$ cat src/rtl/core/qhsc_pkg.sv
// Shared types, constants and step tables for the quintic Hermite coefficient block.
package qhsc_pkg;

    // Axis count is tied to the named per-axis ports of the top level
    localparam int AXES             = 3;
    localparam int AXW              = (AXES > 1) ? $clog2(AXES) : 1;
    localparam int SAMPLE_WIDTH_DEF = 32;

    // Result field widths
    localparam int COEF_W = 64;
    localparam int DUR_W  = 32;
    localparam int IDX_W  = 3;
    localparam int ST_W   = 2;
    localparam int QUO_W  = 64;

    // Status codes
    localparam logic [ST_W-1:0] ST_OK  = 2'd0;
    localparam logic [ST_W-1:0] ST_SAT = 2'd1;
    localparam logic [ST_W-1:0] ST_BAD = 2'd2;

    // Coefficient indexes: c0..c2 come from the divider, c3..c5 are scaled samples
    localparam int              NUM_DIV  = 3;
    localparam logic [1:0]      CI_LDIV  = 2'd2;
    localparam logic [IDX_W-1:0] CI_ACC  = 3'd3;
    localparam logic [IDX_W-1:0] CI_VEL  = 3'd4;
    localparam logic [IDX_W-1:0] CI_POS  = 3'd5;

    // Saturation limits of a Q32.32 coefficient
    localparam logic [COEF_W-1:0] COEF_MAX = {1'b0, {(COEF_W-1){1'b1}}};
    localparam logic [COEF_W-1:0] COEF_MIN = {1'b1, {(COEF_W-1){1'b0}}};

    // Depth of the job queue between front and back
    localparam int QUEUE_DEPTH = 2;

    // Steps of the linear combination that forms each divided numerator
    localparam int LIN_STEPS = 5;
    localparam int LS_W      = 3;

    // Job control from front to back
    typedef struct packed {
        logic valid;
        logic bad;
    } t_jctl;

    typedef enum logic [1:0] {
        SRC_A    = 2'd0,
        SRC_B    = 2'd1,
        SRC_C    = 2'd2,
        SRC_NONE = 2'd3
    } t_src;

    typedef struct packed {
        t_src       src;
        logic [2:0] sh;
        logic       neg;
    } t_lin;

    // c0 = 6A - 3B + C, c1 = -15A + 7B - 2C, c2 = 10A - 4B + C, as shift-add terms
    function automatic t_lin lin_step(input logic [1:0] ci, input logic [LS_W-1:0] st);
        t_lin r;
        r = '{src: SRC_NONE, sh: 3'd0, neg: 1'b0};
        case (ci)
            2'd0: begin
                case (st)
                    3'd0:    r = '{src: SRC_A, sh: 3'd2, neg: 1'b0};
                    3'd1:    r = '{src: SRC_A, sh: 3'd1, neg: 1'b0};
                    3'd2:    r = '{src: SRC_B, sh: 3'd1, neg: 1'b1};
                    3'd3:    r = '{src: SRC_B, sh: 3'd0, neg: 1'b1};
                    3'd4:    r = '{src: SRC_C, sh: 3'd0, neg: 1'b0};
                    default: r = '{src: SRC_NONE, sh: 3'd0, neg: 1'b0};
                endcase
            end
            2'd1: begin
                case (st)
                    3'd0:    r = '{src: SRC_A, sh: 3'd4, neg: 1'b1};
                    3'd1:    r = '{src: SRC_A, sh: 3'd0, neg: 1'b0};
                    3'd2:    r = '{src: SRC_B, sh: 3'd3, neg: 1'b0};
                    3'd3:    r = '{src: SRC_B, sh: 3'd0, neg: 1'b1};
                    3'd4:    r = '{src: SRC_C, sh: 3'd1, neg: 1'b1};
                    default: r = '{src: SRC_NONE, sh: 3'd0, neg: 1'b0};
                endcase
            end
            2'd2: begin
                case (st)
                    3'd0:    r = '{src: SRC_A, sh: 3'd3, neg: 1'b0};
                    3'd1:    r = '{src: SRC_A, sh: 3'd1, neg: 1'b0};
                    3'd2:    r = '{src: SRC_B, sh: 3'd2, neg: 1'b1};
                    3'd3:    r = '{src: SRC_C, sh: 3'd0, neg: 1'b0};
                    default: r = '{src: SRC_NONE, sh: 3'd0, neg: 1'b0};
                endcase
            end
            default: r = '{src: SRC_NONE, sh: 3'd0, neg: 1'b0};
        endcase
        return r;
    endfunction

    // Right shift that turns the scaled numerator into the first divider remainder
    function automatic logic [5:0] div_shift(input logic [1:0] ci);
        logic [5:0] s;
        case (ci)
            2'd0:    s = 6'd1;
            2'd1:    s = 6'd17;
            default: s = 6'd33;
        endcase
        return s;
    endfunction

endpackage

$ cat src/rtl/core/qhsc_front.sv
// Front end: takes knots, keeps the previous one, classifies the segment and queues jobs.
module qhsc_front #(
    parameter int SW = qhsc_pkg::SAMPLE_WIDTH_DEF
) (
    input  logic                 i_clk,
    input  logic                 i_rst_n,
    input  logic                 i_push,
    output logic                 o_full,
    input  logic [SW-1:0]        i_time,
    input  logic signed [SW-1:0] i_pos [qhsc_pkg::AXES],
    input  logic signed [SW-1:0] i_vel [qhsc_pkg::AXES],
    input  logic signed [SW-1:0] i_acc [qhsc_pkg::AXES],
    output qhsc_pkg::t_jctl      o_jctl,
    output logic [SW-1:0]        o_tau,
    output logic signed [SW-1:0] o_p0 [qhsc_pkg::AXES],
    output logic signed [SW-1:0] o_v0 [qhsc_pkg::AXES],
    output logic signed [SW-1:0] o_a0 [qhsc_pkg::AXES],
    output logic signed [SW:0]   o_dp [qhsc_pkg::AXES],
    output logic signed [SW:0]   o_dv [qhsc_pkg::AXES],
    output logic signed [SW:0]   o_da [qhsc_pkg::AXES],
    input  logic                 i_pop
);
    import qhsc_pkg::*;

    localparam int QCW = $clog2(QUEUE_DEPTH + 1);
    localparam int QPW = (QUEUE_DEPTH > 1) ? $clog2(QUEUE_DEPTH) : 1;

    // Previous knot
    logic                 r_have;
    logic [SW-1:0]        r_ptime;
    logic signed [SW-1:0] r_ppos [AXES];
    logic signed [SW-1:0] r_pvel [AXES];
    logic signed [SW-1:0] r_pacc [AXES];

    // Job queue
    logic [QCW-1:0]       r_cnt;
    logic [QPW-1:0]       r_wp;
    logic [QPW-1:0]       r_rp;
    logic                 r_qbad [QUEUE_DEPTH];
    logic [SW-1:0]        r_qtau [QUEUE_DEPTH];
    logic signed [SW-1:0] r_qp0  [QUEUE_DEPTH][AXES];
    logic signed [SW-1:0] r_qv0  [QUEUE_DEPTH][AXES];
    logic signed [SW-1:0] r_qa0  [QUEUE_DEPTH][AXES];
    logic signed [SW:0]   r_qdp  [QUEUE_DEPTH][AXES];
    logic signed [SW:0]   r_qdv  [QUEUE_DEPTH][AXES];
    logic signed [SW:0]   r_qda  [QUEUE_DEPTH][AXES];

    logic accept;
    logic wr;
    logic rd;
    logic bad;

    assign o_full = (r_cnt == QCW'(QUEUE_DEPTH));
    assign accept = i_push && !o_full;
    assign wr     = accept && r_have;
    assign rd     = i_pop && (r_cnt != '0);
    assign bad    = (i_time <= r_ptime);

    // Control state
    always_ff @(posedge i_clk) begin
        if (!i_rst_n) begin
            r_have <= 1'b0;
            r_cnt  <= '0;
            r_wp   <= '0;
            r_rp   <= '0;
        end else begin
            if (accept) begin
                r_have <= 1'b1;
            end
            if (wr) begin
                r_wp <= (r_wp == QPW'(QUEUE_DEPTH - 1)) ? '0 : r_wp + 1'b1;
            end
            if (rd) begin
                r_rp <= (r_rp == QPW'(QUEUE_DEPTH - 1)) ? '0 : r_rp + 1'b1;
            end
            r_cnt <= r_cnt + QCW'(wr) - QCW'(rd);
        end
    end

    // Previous knot and queue payload
    always_ff @(posedge i_clk) begin
        if (accept) begin
            r_ptime <= i_time;
            for (int a = 0; a < AXES; a++) begin
                r_ppos[a] <= i_pos[a];
                r_pvel[a] <= i_vel[a];
                r_pacc[a] <= i_acc[a];
            end
        end
        if (wr) begin
            r_qbad[r_wp] <= bad;
            r_qtau[r_wp] <= i_time - r_ptime;
            for (int a = 0; a < AXES; a++) begin
                r_qp0[r_wp][a] <= r_ppos[a];
                r_qv0[r_wp][a] <= r_pvel[a];
                r_qa0[r_wp][a] <= r_pacc[a];
                r_qdp[r_wp][a] <= (SW+1)'(i_pos[a]) - (SW+1)'(r_ppos[a]);
                r_qdv[r_wp][a] <= (SW+1)'(i_vel[a]) - (SW+1)'(r_pvel[a]);
                r_qda[r_wp][a] <= (SW+1)'(i_acc[a]) - (SW+1)'(r_pacc[a]);
            end
        end
    end

    // Head of queue
    assign o_jctl.valid = (r_cnt != '0);
    assign o_jctl.bad   = r_qbad[r_rp];
    assign o_tau        = r_qtau[r_rp];
    always_comb begin
        for (int a = 0; a < AXES; a++) begin
            o_p0[a] = r_qp0[r_rp][a];
            o_v0[a] = r_qv0[r_rp][a];
            o_a0[a] = r_qa0[r_rp][a];
            o_dp[a] = r_qdp[r_rp][a];
            o_dv[a] = r_qdv[r_rp][a];
            o_da[a] = r_qda[r_rp][a];
        end
    end

endmodule

$ cat config.mk
export PLATFORM = sky130hd
export DESIGN_NAME = qhsc_front
export DESIGN_NICKNAME = d
export VERILOG_FILES = /design/src/rtl/core/qhsc_pkg.sv /design/src/rtl/core/qhsc_front.sv
export SDC_FILE = /design/constraint.sdc
export NUM_CORES = 2
export LEC_CHECK = 0
export BUFFER_PORTS_ARGS = -buffer_cell sky130_fd_sc_hd__clkbuf_2
export CORE_ASPECT_RATIO = 0.7
export CORE_MARGIN = 3
export CORE_UTILIZATION = 25
export CTS_BUF_LIST = sky130_fd_sc_hd__clkbuf_8
export DETAILED_ROUTE_END_ITERATION = 16
export PLACE_DENSITY = 0.47
export RECOVER_POWER = 25
export SKIP_LAST_GASP = 1
export SLEW_MARGIN = 20
export SYNTH_ARGS = -nofsm -noshare
export SYNTH_HDL_FRONTEND = slang
export SYNTH_SLANG_ARGS = --single-unit
export TNS_END_PERCENT = 5
$ cat constraint.sdc
create_clock -name i_clk -period 109.5 [get_ports i_clk]
set_input_delay 16.425 -clock i_clk [delete_from_list [all_inputs] [get_ports i_clk]]
set_output_delay 16.425 -clock i_clk [all_outputs]
set_load 0.01 [all_outputs]
# Yosys cells after proc, flatten, opt, wreduce, memory -nomap -nowiden
# Memory sizes are Yosys's and may differ from the RTL's. A register that Yosys moved wholly into a read port is not among the register bits.
# Index checks and enable logic that the tools add are counted.
# totals
elab_cells,59
memories,11
ram_bits,1524
input_bits,324
output_inout_bits,620
register_bits,37
# mem_list
name,words,width,rd,rd_ports_with_merged_regs,wr,line_no,rtl
r_qda,2,99,1,1,1,qhsc_front.sv:46,logic signed [SW:0] r_qda [QUEUE_DEPTH][AXES];
r_qdp,2,99,1,1,1,qhsc_front.sv:44,logic signed [SW:0] r_qdp [QUEUE_DEPTH][AXES];
r_qdv,2,99,1,1,1,qhsc_front.sv:45,logic signed [SW:0] r_qdv [QUEUE_DEPTH][AXES];
r_qa0,2,96,1,1,1,qhsc_front.sv:43,logic signed [SW-1:0] r_qa0 [QUEUE_DEPTH][AXES];
r_qp0,2,96,1,1,1,qhsc_front.sv:41,logic signed [SW-1:0] r_qp0 [QUEUE_DEPTH][AXES];
r_qv0,2,96,1,1,1,qhsc_front.sv:42,logic signed [SW-1:0] r_qv0 [QUEUE_DEPTH][AXES];
5 more memories,-,-,-,-,-,-,
# op_classes
mux,22
reduce_logical,5
addsub,14
n_eq_ne,1
magnitude_cmp,1
# ops
cell,count
32-bit by 32-bit subtractor with 33-bit output,9
32-bit less-or-equal comparator,1
32-bit subtractor,1
1-bit 2-to-1 mux,22
1-bit logical AND,3
"1-bit adder, second input constant",2
2-bit by 1-bit adder with 2-bit output,1
"2-bit equality test, second input constant",1
2-bit nonzero test,1
2-bit by 1-bit subtractor with 2-bit output,1
1-bit zero test,1

# Logic depth before layout (Yosys ltp)
# depth
ltp_word,6
mapped_depth,13
mapped_depth_nobuf,13

# Worst setup path after synthesis
# OpenSTA, ideal clock, no wires.
# synth_timing
path_kind,input to register
from,input port i_push
to,register r_wp
setup_slack_ns,50.026
required_time_ns,109.329
setup_ns,0.171
path_stages,4
path_buffers,0
t_arrival_ns,59.304
cell_sequence,nor2b_1 nand2_1 nor2_1 o21a_1
# synth_between
elab_chain_len,2
# synth_lines
element,line_no,rtl
start: declaration,qhsc_front.sv:7,"input logic i_push,"
1-bit logical AND,qhsc_front.sv:54,assign accept = i_push && !o_full;
1-bit logical AND,qhsc_front.sv:55,assign wr = accept && r_have;
end signal: assignment,qhsc_front.sv:71,r_wp <= (r_wp == QPW'(QUEUE_DEPTH - 1)) ? '0 : r_wp + 1'b1;
end: declaration,qhsc_front.sv:37,logic [QPW-1:0] r_wp;
# No other way between the ends.
# A chain may end at the register's enable or synchronous reset.

# Worst setup path in the final report
# layout_timing
from,input port i_push
to,memory r_qp0[1][76] (netlist name) (enable)
# layout_between
elab_chain_len,4
# layout_lines
element,line_no,rtl
1-bit logical AND,qhsc_front.sv:54,
named net accept,qhsc_front.sv:48,logic accept;
1-bit logical AND,qhsc_front.sv:55,
1-bit 2-to-1 mux,qhsc_front.sv:90,if (wr) begin
1-bit 2-to-1 mux (implied by the code),qhsc_front.sv:94,r_qp0[r_wp][a] <= r_ppos[a];
end: declaration,qhsc_front.sv:41,
# The timed path passes the listed nets, and every way through them passes these cells.

==> results.yml <==
floorplan:
  pin_count: 944
  die-width_microns: 640
  num_rows: 162
  core_sq_mm: 0.279
  die_height_microns: 450
  die-area_sq_mm: 0.288
  start_util_pct: 25.2
worst_hold_path:
  holdCritPathClass: "register to register"
  min_from: "r_ppos[0][16]$_DFFE_PP_"
  hold_path_depth: 0
  min_to: "r_qp0[1][80]$_DFFE_PP_"
global_route:
  grt_pass1_wl_mm: 304
  grt_overflow: 0
  grt_use_met3_pct: 3.66
  grt_max_degree: 151
  grtUsageMet1_pct: 16.8
  grt_use_total_pct: 14.5
  grtUsageMet2_pct: 25.1
  grt_pass1_vias: 43000
  antenna_found_initial: 62
  top_usage_layer: "met2"
synth:
  synth-seq-cells: 1562
  synth-compound-area-share_pct: 7.55
  synthTopCellsByCount: "edfxtp_1 (1556), mux2_2 (618), inv_1 (419)"
  ys_seq_area_share_pct: 66.5
  ys_warn_count: 0
  synth_top_family_by_area: "multiplexers"
  ys_top_cells_by_area: "edfxtp_1 (66%), mux2_2 (9.9%), ha_1 (5.7%)"
  syn-instance-count: 4666
  yosys.area_share.xor_xnor_pct: 3.46
  syn_area_sq_mm: 0.0704
  synth_largest_area_cell: "edfxtp_1"
  syn_area_per_cell_sq_um: 15.1
  synthAdderAreaFrac_pct: 6.00
  async_reset_ff_share_pct: 0
  synth-edff-count: 1556
  synthMuxAreaShare_pct: 9.88
  yosysTopAreaCellShare_pct: 66.3
  synth_most_common_cell: "edfxtp_1"
  synth_flop_cell: "edfxtp_1"
  ys_types: 83
  synth_simple_gate_area_share_pct: 3.93
  syn_nets: 5322
cells_and_area:
  area_delta_synth_final_pct: 20.0
  multiInputGateArea_sq_mm: 0.0217
  fin_nets: 6500
  fillers: 28500
  regArea_sq_mm: 0.0468
  drive_gt1_share_pct: 27.7
timing:
  fmax_mhz: 38.0
  max_slew.worst_pin.slew_ns: 8.73
  finalCriticalPeriod_ns: 26.33
  setup_viol: 0
  tns_ns: 0
  maxSlewHeadroom_pct: -482
  finalCritPeriodShare_pct: 24.0
  rsz0062_at_grt: "no"
  hold_viol: 0
  finalClockSkew_ns: 0.0664
  slew_violations: 117
critical_path:
  cp.required_ns: 109.99
  setup.worst_path.class: "primary input to register"
  reg2reg_depth: 7
  r2r-start: "r_cnt[1]$_SDFF_PN0_"
  crit_fanout: 150
  worstSetupEndpointType: "register"
  worstSetupStartpointType: "primary input"
  r2r-end: "r_qp0[1][76]$_DFFE_PP_"
  r2r_slack_ns: 98.24
  arrival_ns: 26.82
power:
  power-per-cell-area_mw_per_mm2: 22.0
  p_sw_mw: 0.611
  p_leak_nw: 31.9
  finalPower_mw: 1.86
  intPower_mw: 1.25
  switching_share_pct: 32.8
  pwr-share-comb_pct: 29.6
  clockPowerShare_pct: 27.8
  p_seq_share_pct: 42.6
  ir_worst_vdd_mv: 0.0125
place:
  gp_congestion: 0.813
  dp_hpwl_mm: 161
  numPortBuffers: 943
route:
  num_vias: 42600
  drc: 0
  first_pass_iters: 5
  first_iter_violations: 2666
  antenna_left: 0
  avgViaCountPerCell: 4.36
  wirelength_mm: 217
  wl_per_cell_microns: 22.3
cts:
  postCtsHoldBufs: 0
  clk-insertion-delay-late_ns: 0.91
  post_cts_buffers: 0
  numCtsBuffers: 280
  cts.sinks: 1562
  cts_tree: "yes"
  clockBufferDepth: 4
  path_clk_slew_ns: 0.06
  ctsResizeCount: 0
  cts-root-buf: "clkbuf_8"
  h-tree-depth: 5
outcome:
  violations: "max-capacitance violations, max-slew violations"
  status: "finished, violations left"
run:
  maxCapViolCount: 1
[stage by stage]
stage | std cells | hold WS, ns | util, % | area, sq um | setup slack [ns]
floorplan | 4666 | 0.445 | - | 70400 | 50.03
global placement | 9252 | 0.450 | 28.6 | 79800 | 88.28
detailed placement | 9252 | 0.456 | 28.6 | 79800 | 88.30
CTS | 9729 | 0.455 | 30.4 | 84900 | 87.30
global route | 9745 | 0.477 | 30.3 | 84500 | 82.24
finish | 9759 | 0.445 | 30.3 | 84600 | 83.17
[per-layer routing]
layer,vias to the layer above,share of wire (%)
met3,416,6.0
met1,21000,39
li1,20000,-
met4,24,4.5
met2,1172,50
met5,-,0.066
[registers in the layout, indices dropped and copies added, names as in the netlist, 2 cells and up, named ones only]
register,flops
r_cnt,2
r_qdp,198
r_ptime,32
r_qv0,192
r_ppos,96
r_pacc,96
r_qtau,64
r_qdv,198
r_qa0,192
r_qda,198
r_pvel,96
r_qbad,2
r_qp0,192
[cell families (layout without fill, tap and decap cells)]
group	Yosys count	count (layout)
other cells	0	30
flops	1562	1562
simple gates	565	565
compound gates	807	807
fa+ha+maj	332	332
xor+xnor	278	278
buf+inv	504	1877
mux	618	618
[cell usage in the layout (no fill, tap or decap), types with 64 or more instances in the layout]
cell	synthesis	layout
o21ai_0	134	134
ha_1	322	322
inv_1	419	490
xnor2_1	182	182
clkbuf_1	82	316
a21o_1	151	151
edfxtp_1	1556	1556
clkinv_1	0	64
clkbuf_8	0	289
nor2_1	143	142
mux2_2	618	618
nand2_1	141	141
clkbuf_2	0	625
xor2_1	96	96
a21oi_1	248	248
[critical path, stage by stage]
cell and delay [ns]:
clkbuf_2 0.08, nor2b_4 0.11, clkbuf_1 6.01, and3_4 1.40, buf_12 0.65, buf_4 0.87, buf_4 0.73
[layout make-up]
type,instances,area share (%)
inverter,419,1.86
timing repair buffer,981,5.47
clock buffer,289,4.70
clock inverter,188,1.32
antenna,30,0.0888
sequential,1562,55.4
tap,3690,5.46
multi-input combinational,2600,25.7
[power by group through the flow]
stage,registers [mW],clock network [mW],logic (mW)
global placement,0.805,0,0.560
CTS,0.794,0.542,0.568
detailed placement,0.806,0,0.565
floorplan,0.823,0,0.347
finish,0.794,0.518,0.551
global route,0.801,0.569,0.600
[worst max-delay path by stage]
stage | from | to | slack, ns
after global placement | i_push | r_qdp[1][79]$_DFFE_PP_ | 88.28
after global routing | i_push | r_qv0[0][38]$_DFFE_PP_ | 82.24
after CTS | register | o_dv[46] | 87.30
final | i_push | r_qp0[1][76]$_DFFE_PP_ | 83.17
after detailed placement | i_push | r_qdp[1][90]$_DFFE_PP_ | 88.30
after floorplan | i_push | r_wp$_SDFFE_PN0P_ | 50.03
Note: power is estimated with default switching activity, not from simulation.
